### config.mk
export PLATFORM = sky130hd
export DESIGN_NAME = sorted_list_insert_delete_flat
export DESIGN_NICKNAME = d
export VERILOG_FILES = /design/src/sv/sli_pkg.sv /design/src/sv/sli_ifs.sv /design/src/sv/sorted_list_insert_delete.sv /design/src/sv/sli_ctrl.sv /design/src/sv/sli_datapath.sv /design/src/flat_wrapper.sv
export SDC_FILE = /design/constraint.sdc
export NUM_CORES = 2
export LEC_CHECK = 0
export BUFFER_PORTS_ARGS = -buffer_cell sky130_fd_sc_hd__buf_2
export CAP_MARGIN = 10
export CORE_MARGIN = 8
export CORE_UTILIZATION = 55
export CTS_CLUSTER_SIZE = 30
export DETAILED_ROUTE_END_ITERATION = 8
export MAX_ROUTING_LAYER = met4
export PLACE_DENSITY = 0.69
export SLEW_MARGIN = 10
export SYNTH_ARGS = -nofsm -noshare
export SYNTH_HDL_FRONTEND = slang
export SYNTH_SLANG_ARGS = --single-unit
### constraint.sdc
create_clock -name clk -period 6.5 [get_ports clk]
set_clock_uncertainty 0.05 [all_clocks]
set_input_delay 0.65 -clock clk [delete_from_list [all_inputs] [get_ports clk]]
set_output_delay 0.65 -clock clk [all_outputs]
set_load 0.02 [all_outputs]
### src/sv/sli_pkg.sv
// shared constants, codes and types of the sorted list block
package sli_pkg;

    localparam int CAPACITY = 16;
    localparam int CNT_W    = $clog2(CAPACITY + 1);
    localparam int VAL_W    = 32;
    localparam int COUNT_W  = 5;

    localparam logic MODE_INSERT = 1'b0;
    localparam logic MODE_DELETE = 1'b1;

    localparam logic [1:0] STATUS_OK        = 2'd0;
    localparam logic [1:0] STATUS_FULL      = 2'd1;
    localparam logic [1:0] STATUS_NOT_FOUND = 2'd2;
    localparam logic [1:0] STATUS_EMPTY     = 2'd3;

    typedef struct packed {
        logic load;
        logic exec;
    } sli_cmd_t;

    typedef struct packed {
        logic [1:0]         status;
        logic [COUNT_W-1:0] count;
        logic [VAL_W-1:0]   smallest;
        logic               smallest_valid;
    } sli_result_t;

endpackage

### src/sv/sli_ifs.sv
// request and response channel interfaces
interface sli_req_if
    import sli_pkg::*;
();
    logic               valid;
    logic               ready;
    logic               mode;
    logic [VAL_W-1:0]   value;

    modport source (output valid, output mode, output value, input ready);
    modport sink   (input valid, input mode, input value, output ready);
    modport mon    (input valid, input mode, input value, input ready);
endinterface

interface sli_rsp_if
    import sli_pkg::*;
();
    logic               valid;
    logic               ready;
    logic [1:0]         status;
    logic [COUNT_W-1:0] count;
    logic [VAL_W-1:0]   smallest;
    logic               smallest_valid;

    modport source (output valid, output status, output count, output smallest,
                    output smallest_valid, input ready);
    modport sink   (input valid, input status, input count, input smallest,
                    input smallest_valid, output ready);
    modport mon    (input valid, input status, input count, input smallest,
                    input smallest_valid, input ready);
endinterface

### src/sv/sorted_list_insert_delete.sv
// Sorted list of up to CAPACITY (16) signed 32-bit values kept in ascending order.
// Each request either inserts a value in order (mode 0) or deletes the first
// equal copy (mode 1) and yields one response with status, count and the
// smallest stored value. Every value sits in a cell of its own that compares
// against the operand and shifts to or from its neighbor, so the work for one
// item does not grow with how full the list is: first the request is registered,
// then the parallel compare and shift runs, which also loads the response register.
// A request is taken when the block is idle; a waiting response only holds
// the block while the next item wants to write its result.
module sorted_list_insert_delete
    import sli_pkg::*;
(
    input  logic      clk,
    input  logic      rst_n,
    sli_req_if.sink   req,
    sli_rsp_if.source rsp
);

    sli_cmd_t    cmd;
    sli_result_t result;

    sli_ctrl u_ctrl (
        .clk       (clk),
        .rst_n     (rst_n),
        .req_valid (req.valid),
        .req_ready (req.ready),
        .rsp_valid (rsp.valid),
        .rsp_ready (rsp.ready),
        .cmd       (cmd)
    );

    sli_datapath u_datapath (
        .clk      (clk),
        .rst_n    (rst_n),
        .cmd      (cmd),
        .in_mode  (req.mode),
        .in_value (req.value),
        .result   (result)
    );

    assign rsp.status         = result.status;
    assign rsp.count          = result.count;
    assign rsp.smallest       = result.smallest;
    assign rsp.smallest_valid = result.smallest_valid;

endmodule

### src/sv/sli_ctrl.sv
// controller: sequences load, execute and the response transfer
module sli_ctrl
    import sli_pkg::*;
(
    input  logic     clk,
    input  logic     rst_n,
    input  logic     req_valid,
    output logic     req_ready,
    output logic     rsp_valid,
    input  logic     rsp_ready,
    output sli_cmd_t cmd
);

    localparam logic ST_IDLE = 1'b0;
    localparam logic ST_EXEC = 1'b1;

    logic state_reg;
    logic state_next;
    logic rsp_valid_reg;
    logic rsp_valid_next;
    logic slot_free;

    assign req_ready = (state_reg == ST_IDLE);
    assign rsp_valid = rsp_valid_reg;
    assign slot_free = !rsp_valid_reg || rsp_ready;

    always_comb
    begin
        state_next     = state_reg;
        rsp_valid_next = rsp_valid_reg && !rsp_ready;
        cmd.load       = 1'b0;
        cmd.exec       = 1'b0;
        case (state_reg)
            ST_IDLE:
            begin
                if (req_valid)
                begin
                    cmd.load   = 1'b1;
                    state_next = ST_EXEC;
                end
            end
            ST_EXEC:
            begin
                // result register must be free before the list is updated
                if (slot_free)
                begin
                    cmd.exec       = 1'b1;
                    rsp_valid_next = 1'b1;
                    state_next     = ST_IDLE;
                end
            end
            default:
            begin
                state_next = ST_IDLE;
            end
        endcase
    end

    always_ff @(posedge clk or negedge rst_n)
    begin
        if (!rst_n)
        begin
            state_reg     <= ST_IDLE;
            rsp_valid_reg <= 1'b0;
        end
        else
        begin
            state_reg     <= state_next;
            rsp_valid_reg <= rsp_valid_next;
        end
    end

endmodule

### src/sv/sli_datapath.sv
// datapath: row of value cells with local compare and shift, count and result
module sli_datapath
    import sli_pkg::*;
(
    input  logic             clk,
    input  logic             rst_n,
    input  sli_cmd_t         cmd,
    input  logic             in_mode,
    input  logic [VAL_W-1:0] in_value,
    output sli_result_t      result
);

    logic                 op_mode_reg;
    logic [VAL_W-1:0]     op_value_reg;
    logic [VAL_W-1:0]     val_reg  [CAPACITY];
    logic [VAL_W-1:0]     ins_val  [CAPACITY];
    logic [VAL_W-1:0]     del_val  [CAPACITY];
    logic [CAPACITY-1:0]  occupied;
    logic [CAPACITY-1:0]  below;
    logic [CAPACITY-1:0]  hit;
    logic [CNT_W-1:0]     count_reg;
    logic [CNT_W-1:0]     count_next;
    logic                 full;
    logic                 empty;
    logic                 found;
    logic                 ins_ok;
    logic                 del_ok;
    logic [1:0]           status_next;
    logic [VAL_W-1:0]     head_next;
    logic [31:0]          count_ext;
    sli_result_t          result_reg;

    always_ff @(posedge clk)
    begin
        if (cmd.load)
        begin
            op_mode_reg  <= in_mode;
            op_value_reg <= in_value;
        end
    end

    genvar i;
    generate
        for (i = 0; i < CAPACITY; i++)
        begin : g_cell
            assign occupied[i] = (count_reg > CNT_W'(i));
            assign below[i]    = occupied[i] &&
                                 ($signed(val_reg[i]) < $signed(op_value_reg));
            assign hit[i]      = occupied[i] && (val_reg[i] == op_value_reg);

            // insert: keep smaller entries, new value at the boundary, shift the rest up
            if (i == 0)
            begin : g_first
                assign ins_val[i] = below[i] ? val_reg[i] : op_value_reg;
            end
            else
            begin : g_rest
                assign ins_val[i] = below[i]     ? val_reg[i] :
                                    below[i - 1] ? op_value_reg : val_reg[i - 1];
            end

            // delete: the first equal entry sits at the boundary, shift the rest down
            if (i == CAPACITY - 1)
            begin : g_last
                assign del_val[i] = val_reg[i];
            end
            else
            begin : g_inner
                assign del_val[i] = below[i] ? val_reg[i] : val_reg[i + 1];
            end

            always_ff @(posedge clk)
            begin
                if (ins_ok)
                begin
                    val_reg[i] <= ins_val[i];
                end
                else if (del_ok)
                begin
                    val_reg[i] <= del_val[i];
                end
            end
        end
    endgenerate

    assign full   = (count_reg == CNT_W'(CAPACITY));
    assign empty  = (count_reg == '0);
    assign found  = |hit;
    assign ins_ok = cmd.exec && (op_mode_reg == MODE_INSERT) && !full;
    assign del_ok = cmd.exec && (op_mode_reg == MODE_DELETE) && !empty && found;

    always_comb
    begin
        count_next = count_reg;
        if (ins_ok)
        begin
            count_next = count_reg + CNT_W'(1);
        end
        else if (del_ok)
        begin
            count_next = count_reg - CNT_W'(1);
        end
    end

    always_comb
    begin
        if (op_mode_reg == MODE_INSERT)
        begin
            status_next = full ? STATUS_FULL : STATUS_OK;
        end
        else if (empty)
        begin
            status_next = STATUS_EMPTY;
        end
        else
        begin
            status_next = found ? STATUS_OK : STATUS_NOT_FOUND;
        end
    end

    always_comb
    begin
        head_next = val_reg[0];
        if (ins_ok)
        begin
            head_next = ins_val[0];
        end
        else if (del_ok)
        begin
            head_next = del_val[0];
        end
    end

    assign count_ext = 32'(count_next);

    always_ff @(posedge clk or negedge rst_n)
    begin
        if (!rst_n)
        begin
            count_reg <= '0;
        end
        else
        begin
            count_reg <= count_next;
        end
    end

    always_ff @(posedge clk)
    begin
        if (cmd.exec)
        begin
            result_reg.status         <= status_next;
            result_reg.count          <= count_ext[COUNT_W-1:0];
            result_reg.smallest       <= (count_next != '0) ? head_next : '0;
            result_reg.smallest_valid <= (count_next != '0);
        end
    end

    assign result = result_reg;

endmodule

### src/flat_wrapper.sv
// flat-port wrapper written by rule: the top's interface ports become plain ports
module sorted_list_insert_delete_flat import sli_pkg::*;
  (clk, rst_n, req_valid, req_mode, req_value, req_ready, rsp_valid, rsp_status, rsp_count, rsp_smallest, rsp_smallest_valid, rsp_ready);
  sli_req_if req_i ();
  sli_rsp_if rsp_i ();
  input  logic clk;
  input  logic rst_n;
  input wire logic [$bits(req_i.valid)-1:0] req_valid;
  input wire logic [$bits(req_i.mode)-1:0] req_mode;
  input wire logic [$bits(req_i.value)-1:0] req_value;
  output wire logic [$bits(req_i.ready)-1:0] req_ready;
  output wire logic [$bits(rsp_i.valid)-1:0] rsp_valid;
  output wire logic [$bits(rsp_i.status)-1:0] rsp_status;
  output wire logic [$bits(rsp_i.count)-1:0] rsp_count;
  output wire logic [$bits(rsp_i.smallest)-1:0] rsp_smallest;
  output wire logic [$bits(rsp_i.smallest_valid)-1:0] rsp_smallest_valid;
  input wire logic [$bits(rsp_i.ready)-1:0] rsp_ready;
  assign req_i.valid = req_valid;
  assign req_i.mode = req_mode;
  assign req_i.value = req_value;
  assign req_ready = req_i.ready;
  assign rsp_valid = rsp_i.valid;
  assign rsp_status = rsp_i.status;
  assign rsp_count = rsp_i.count;
  assign rsp_smallest = rsp_i.smallest;
  assign rsp_smallest_valid = rsp_i.smallest_valid;
  assign rsp_i.ready = rsp_ready;
  sorted_list_insert_delete u_core (.clk(clk), .rst_n(rst_n), .req(req_i), .rsp(rsp_i));
endmodule
==> impl_table.tex <==
\begin{tabular}{lr}
\hline
Metric & Value \\
\hline
\multicolumn{2}{l}{\textbf{Outcome}} \\
Run status & complete, no violations \\
\multicolumn{2}{l}{\textbf{Layout}} \\
Number of standard cells in the final layout excluding fillers & between 5000 and 6000 \\
Core occupancy in the finished layout & between 60\% and 70\% \\
Number of flip-flops under the largest register name & 512 \\
Nets & around 4700 \\
Fillers & 6358 \\
Share of cells above drive strength 1 & a little over 10\% \\
Diode count & 0 \\
Area growth from synthesis to layout & 9.71\% \\
Final design instance area without fill & roughly 46000 sq um \\
\multicolumn{2}{l}{\textbf{Timing}} \\
Hold slack & between 100 and 150 ps \\
Count of endpoints failing hold in the final timing report & 0 \\
Maximum achievable frequency & about 0.18 GHz \\
Setup repair after global routing missed its margin & no \\
Setup violations, final & 0 \\
Number of pins exceeding their max-slew limit in the final report & 0 \\
Max-Slew Margin vs Limit & 16.2\% \\
Sum Neg Setup Slack & 0 ps \\
Slew of the pin with the lowest slew margin & approximately 1200 ps \\
Final critical delay including setup and external delays & 5710 ps \\
Tcrit/Tclk final & 87.8\% \\
\multicolumn{2}{l}{\textbf{Die}} \\
CORE AREA & 75900 sq um \\
Area of the die & 85700 sq um \\
Ports placed on the boundary & approximately 80 \\
Starting density of the core & between 50 and 60\% \\
Number of core rows & approximately 100 \\
Y dimension of the die & a little under 300 microns \\
Die X-Extent & around 290 microns \\
\multicolumn{2}{l}{\textbf{Placement}} \\
Port bufs & 78 \\
Placed instance area & 43900 sq um \\
DP Wirelength & a little under 100000 microns \\
Placed instance count & about 5100 \\
Last weighted congestion value of the routability-driven placer & 1.01 \\
\multicolumn{2}{l}{\textbf{Clock tree}} \\
Sinks on the clock net & about 600 \\
Root buffer cell & sky130\_fd\_sc\_hd\_\_clkbuf\_16 \\
H-Tree Depth & 3 \\
Clock tree from TritonCTS & done \\
Inserted Clock Buffers & 72 \\
Clk Latency, worst-skew pair & between 600 and 700 ps \\
CTS clk-pin slew, worst paths & about 60 ps \\
Number of buffers on the longest clock path & 3 \\
Number of resized instances in the post-cts repair step & 0 \\
\multicolumn{2}{l}{\textbf{Global route}} \\
Maximum number of pins on one net before global-route repair & roughly 240 \\
Overflow left after global routing & 0 \\
Global-route wire length before repair & 204000 microns \\
Initial antenna violation count & 1 \\
Total Routing Usage GR & about 31\% \\
Via count of the first global-routing pass & approximately 33000 \\
\multicolumn{2}{l}{\textbf{Worst setup path}} \\
Slowest library cell on the worst path & sky130\_fd\_sc\_hd\_\_nor4\_1 \\
Arrival time of data at the critical path endpoint & between 5000 and 6000 ps \\
Crit end category & register \\
Bufs and invs on worst path & 3 \\
CP cell instances & inv\_1, buf\_4, ha\_1, nand4\_1, nor4\_1, nand4\_1, o2111ai\_1, or4\_4, nand2\_8, o221ai\_2, xor2\_4, buf\_4, a221oi\_1 \\
Critical Path Source Type & register \\
Type of the worst setup path & reg2reg \\
Worst EP required & $\sim$6800 ps \\
Critical path fanouts, max & 80 \\
Delay of the slowest cell on the worst path & slightly above 900 ps \\
Delay-heaviest family, CP & simple AND/OR/NAND/NOR gates \\
\multicolumn{2}{l}{\textbf{Yosys}} \\
Number of flops mapped to enable cells by yosys & slightly below 600 \\
Leading cell type by number of instances after synthesis & sky130\_fd\_sc\_hd\_\_edfxtp\_1 \\
Avg Synthesized Cell Area & slightly above 10 sq um \\
Cell type with the highest aggregate area in the netlist & sky130\_fd\_sc\_hd\_\_edfxtp\_1 \\
Yosys top cell area share & between 40\% and 50\% \\
Post-Syn Instances & between 4000 and 5000 \\
Number of warnings issued by yosys & 0 \\
Cell area after technology mapping & 42100 sq um \\
\#FFs+latches synth & approximately 590 \\
Synth async-reset ratio & approximately 1.2\% \\
Share of the yosys chip area belonging to registers & around 42\% \\
Synth cell count leaders & sky130\_fd\_sc\_hd\_\_edfxtp\_1, sky130\_fd\_sc\_hd\_\_nor2\_1, sky130\_fd\_sc\_hd\_\_ha\_1 \\
Most frequently used flop master after synthesis & sky130\_fd\_sc\_hd\_\_edfxtp\_1 \\
Nets in the synthesized netlist & roughly 4700 \\
Largest cells by area after synthesis & sky130\_fd\_sc\_hd\_\_edfxtp\_1, sky130\_fd\_sc\_hd\_\_ha\_1, sky130\_fd\_sc\_hd\_\_mux2i\_1, sky130\_fd\_sc\_hd\_\_a21oi\_1, sky130\_fd\_sc\_hd\_\_nor2\_1 \\
Count of cell types in the netlist & 78 \\
\multicolumn{2}{l}{\textbf{Detailed routing}} \\
Routed wire length & between 100000 and 150000 microns \\
Number of DRC markers after the initial detailed-route iteration & between 3000 and 4000 \\
Count of unresolved DRC violations after routing & 0 \\
Vias per std cell & between 6 and 7 \\
Detailed-router iteration count before antenna repair & 5 \\
Drt wl/cell & roughly 26 microns \\
Residual antenna-violating net count after detailed routing & 0 \\
Via count & 34852 \\
\multicolumn{2}{l}{\textbf{Power}} \\
Standby leakage power & a little under 0.02 uW \\
Pwr dens & 401 nW/um\^{}2 \\
IR drop worst, VDD & between 200 and 300 uV \\
\multicolumn{2}{l}{\textbf{Worst hold path}} \\
Hold Path Class & in2reg \\
\multicolumn{2}{l}{\textbf{Job}} \\
Reported max-cap violation count & 0 \\
\hline
\end{tabular}
-- stage by stage --
stage	total power, uW	setup slack (ps)
after floorplan	11900	567
after global placement	14100	1050
after detailed placement	14300	931
after CTS	18400	865
after global routing	19500	634
final	18500	793
-- final cells by class --
class                      instances  area [sq um]  area share (%)
timing repair buffer             209          1440            3.11
tap                             1030          1290            2.79
multi-input combinational       3205         23200            50.1
inverter                          71           267           0.576
sequential                       592         17700            38.4
clock buffer                      89          1910            4.13
clock inverter                    38           408           0.882
-- report_power, final --
part | leakage, uW | total (uW) | switching [uW] | internal, uW
Sequential | 0.00545 | 6550 | 819 | 5730
Combinational | 0.0127 | 7900 | 4780 | 3120
Clock | 0.00113 | 4090 | 1720 | 2370
Total | 0.0193 | 18500 | 7320 | 11200
-- routing by layer --
layer	global-route usage, %	vias up	part of all wire (%)
met5	-	-	0
met4	9.73	0	3.1
met3	3.43	225	7.0
met2	47.7	1469	45
met1	43.5	17210	44
li1	-	15948	-
-- timing repair --
action / 4_1_cts / 5_1_grt
endpoints found under the hold margin: 7 / 0
hold buffers: 1 / 0
setup buffers: 0 / 0
endpoints found under the setup margin: 0 / 0
-- final timing paths --
check / startpoint / endpoint / slack [ps] / cells past startpoint
worst min register to register: u_core.u_ctrl.rsp_valid / u_core.u_ctrl.rsp_valid / 450 / 2
worst max register to register: u_core.u_datapath.op_value_reg[28] / u_core.u_datapath.result[30] / 790 / 13
worst min-delay path: req_value[27] / u_core.u_datapath.op_value_reg[27] / 150 / 1
min in group asynchronous: rst_n / u_core.u_ctrl.state_reg / 370 / 2
worst max-delay path: u_core.u_datapath.op_value_reg[28] / u_core.u_datapath.result[30] / 790 / 13
max in group asynchronous: rst_n / u_core.u_datapath.count_reg[3] / 5860 / 2
-- logic make-up (layout without fill, tap and decap cells) --
| family | after synthesis | in the layout | share of synthesized area [%] |
|---|---|---|---|
| buf+inv | 365 | 407 | 3.64 |
| flops | 592 | 592 | 42.1 |
| simple gates | 1176 | 1176 | 13.2 |
| xor+xnor | 4 | 4 | 0.101 |
| compound gates | 1148 | 1148 | 17.0 |
| fa+ha+maj | 518 | 518 | 15.4 |
| mux | 359 | 359 | 8.63 |
-- cell usage in the layout, fill, tap and decap left out, types with 14 or more instances in the layout --
master	n
sky130_fd_sc_hd__mux2i_1	321
sky130_fd_sc_hd__nand2b_1	23
sky130_fd_sc_hd__nor4_1	21
sky130_fd_sc_hd__o211ai_1	43
sky130_fd_sc_hd__nor2b_1	40
sky130_fd_sc_hd__buf_4	124
sky130_fd_sc_hd__a221oi_2	28
sky130_fd_sc_hd__nor2_1	576
sky130_fd_sc_hd__clkbuf_16	74
sky130_fd_sc_hd__nor3_1	16
sky130_fd_sc_hd__a211oi_1	14
sky130_fd_sc_hd__nand3_1	160
sky130_fd_sc_hd__o21ai_0	148
sky130_fd_sc_hd__nand2_1	108
sky130_fd_sc_hd__nand4_1	161
sky130_fd_sc_hd__buf_2	79
sky130_fd_sc_hd__a21oi_1	443
sky130_fd_sc_hd__clkbuf_1	15
sky130_fd_sc_hd__o21a_1	26
sky130_fd_sc_hd__a31oi_1	165
sky130_fd_sc_hd__a21o_1	169
sky130_fd_sc_hd__edfxtp_1	585
sky130_fd_sc_hd__mux2_2	33
sky130_fd_sc_hd__o22ai_1	33
sky130_fd_sc_hd__inv_1	70
sky130_fd_sc_hd__ha_1	518
Note: power is estimated with default switching activity, not from simulation.
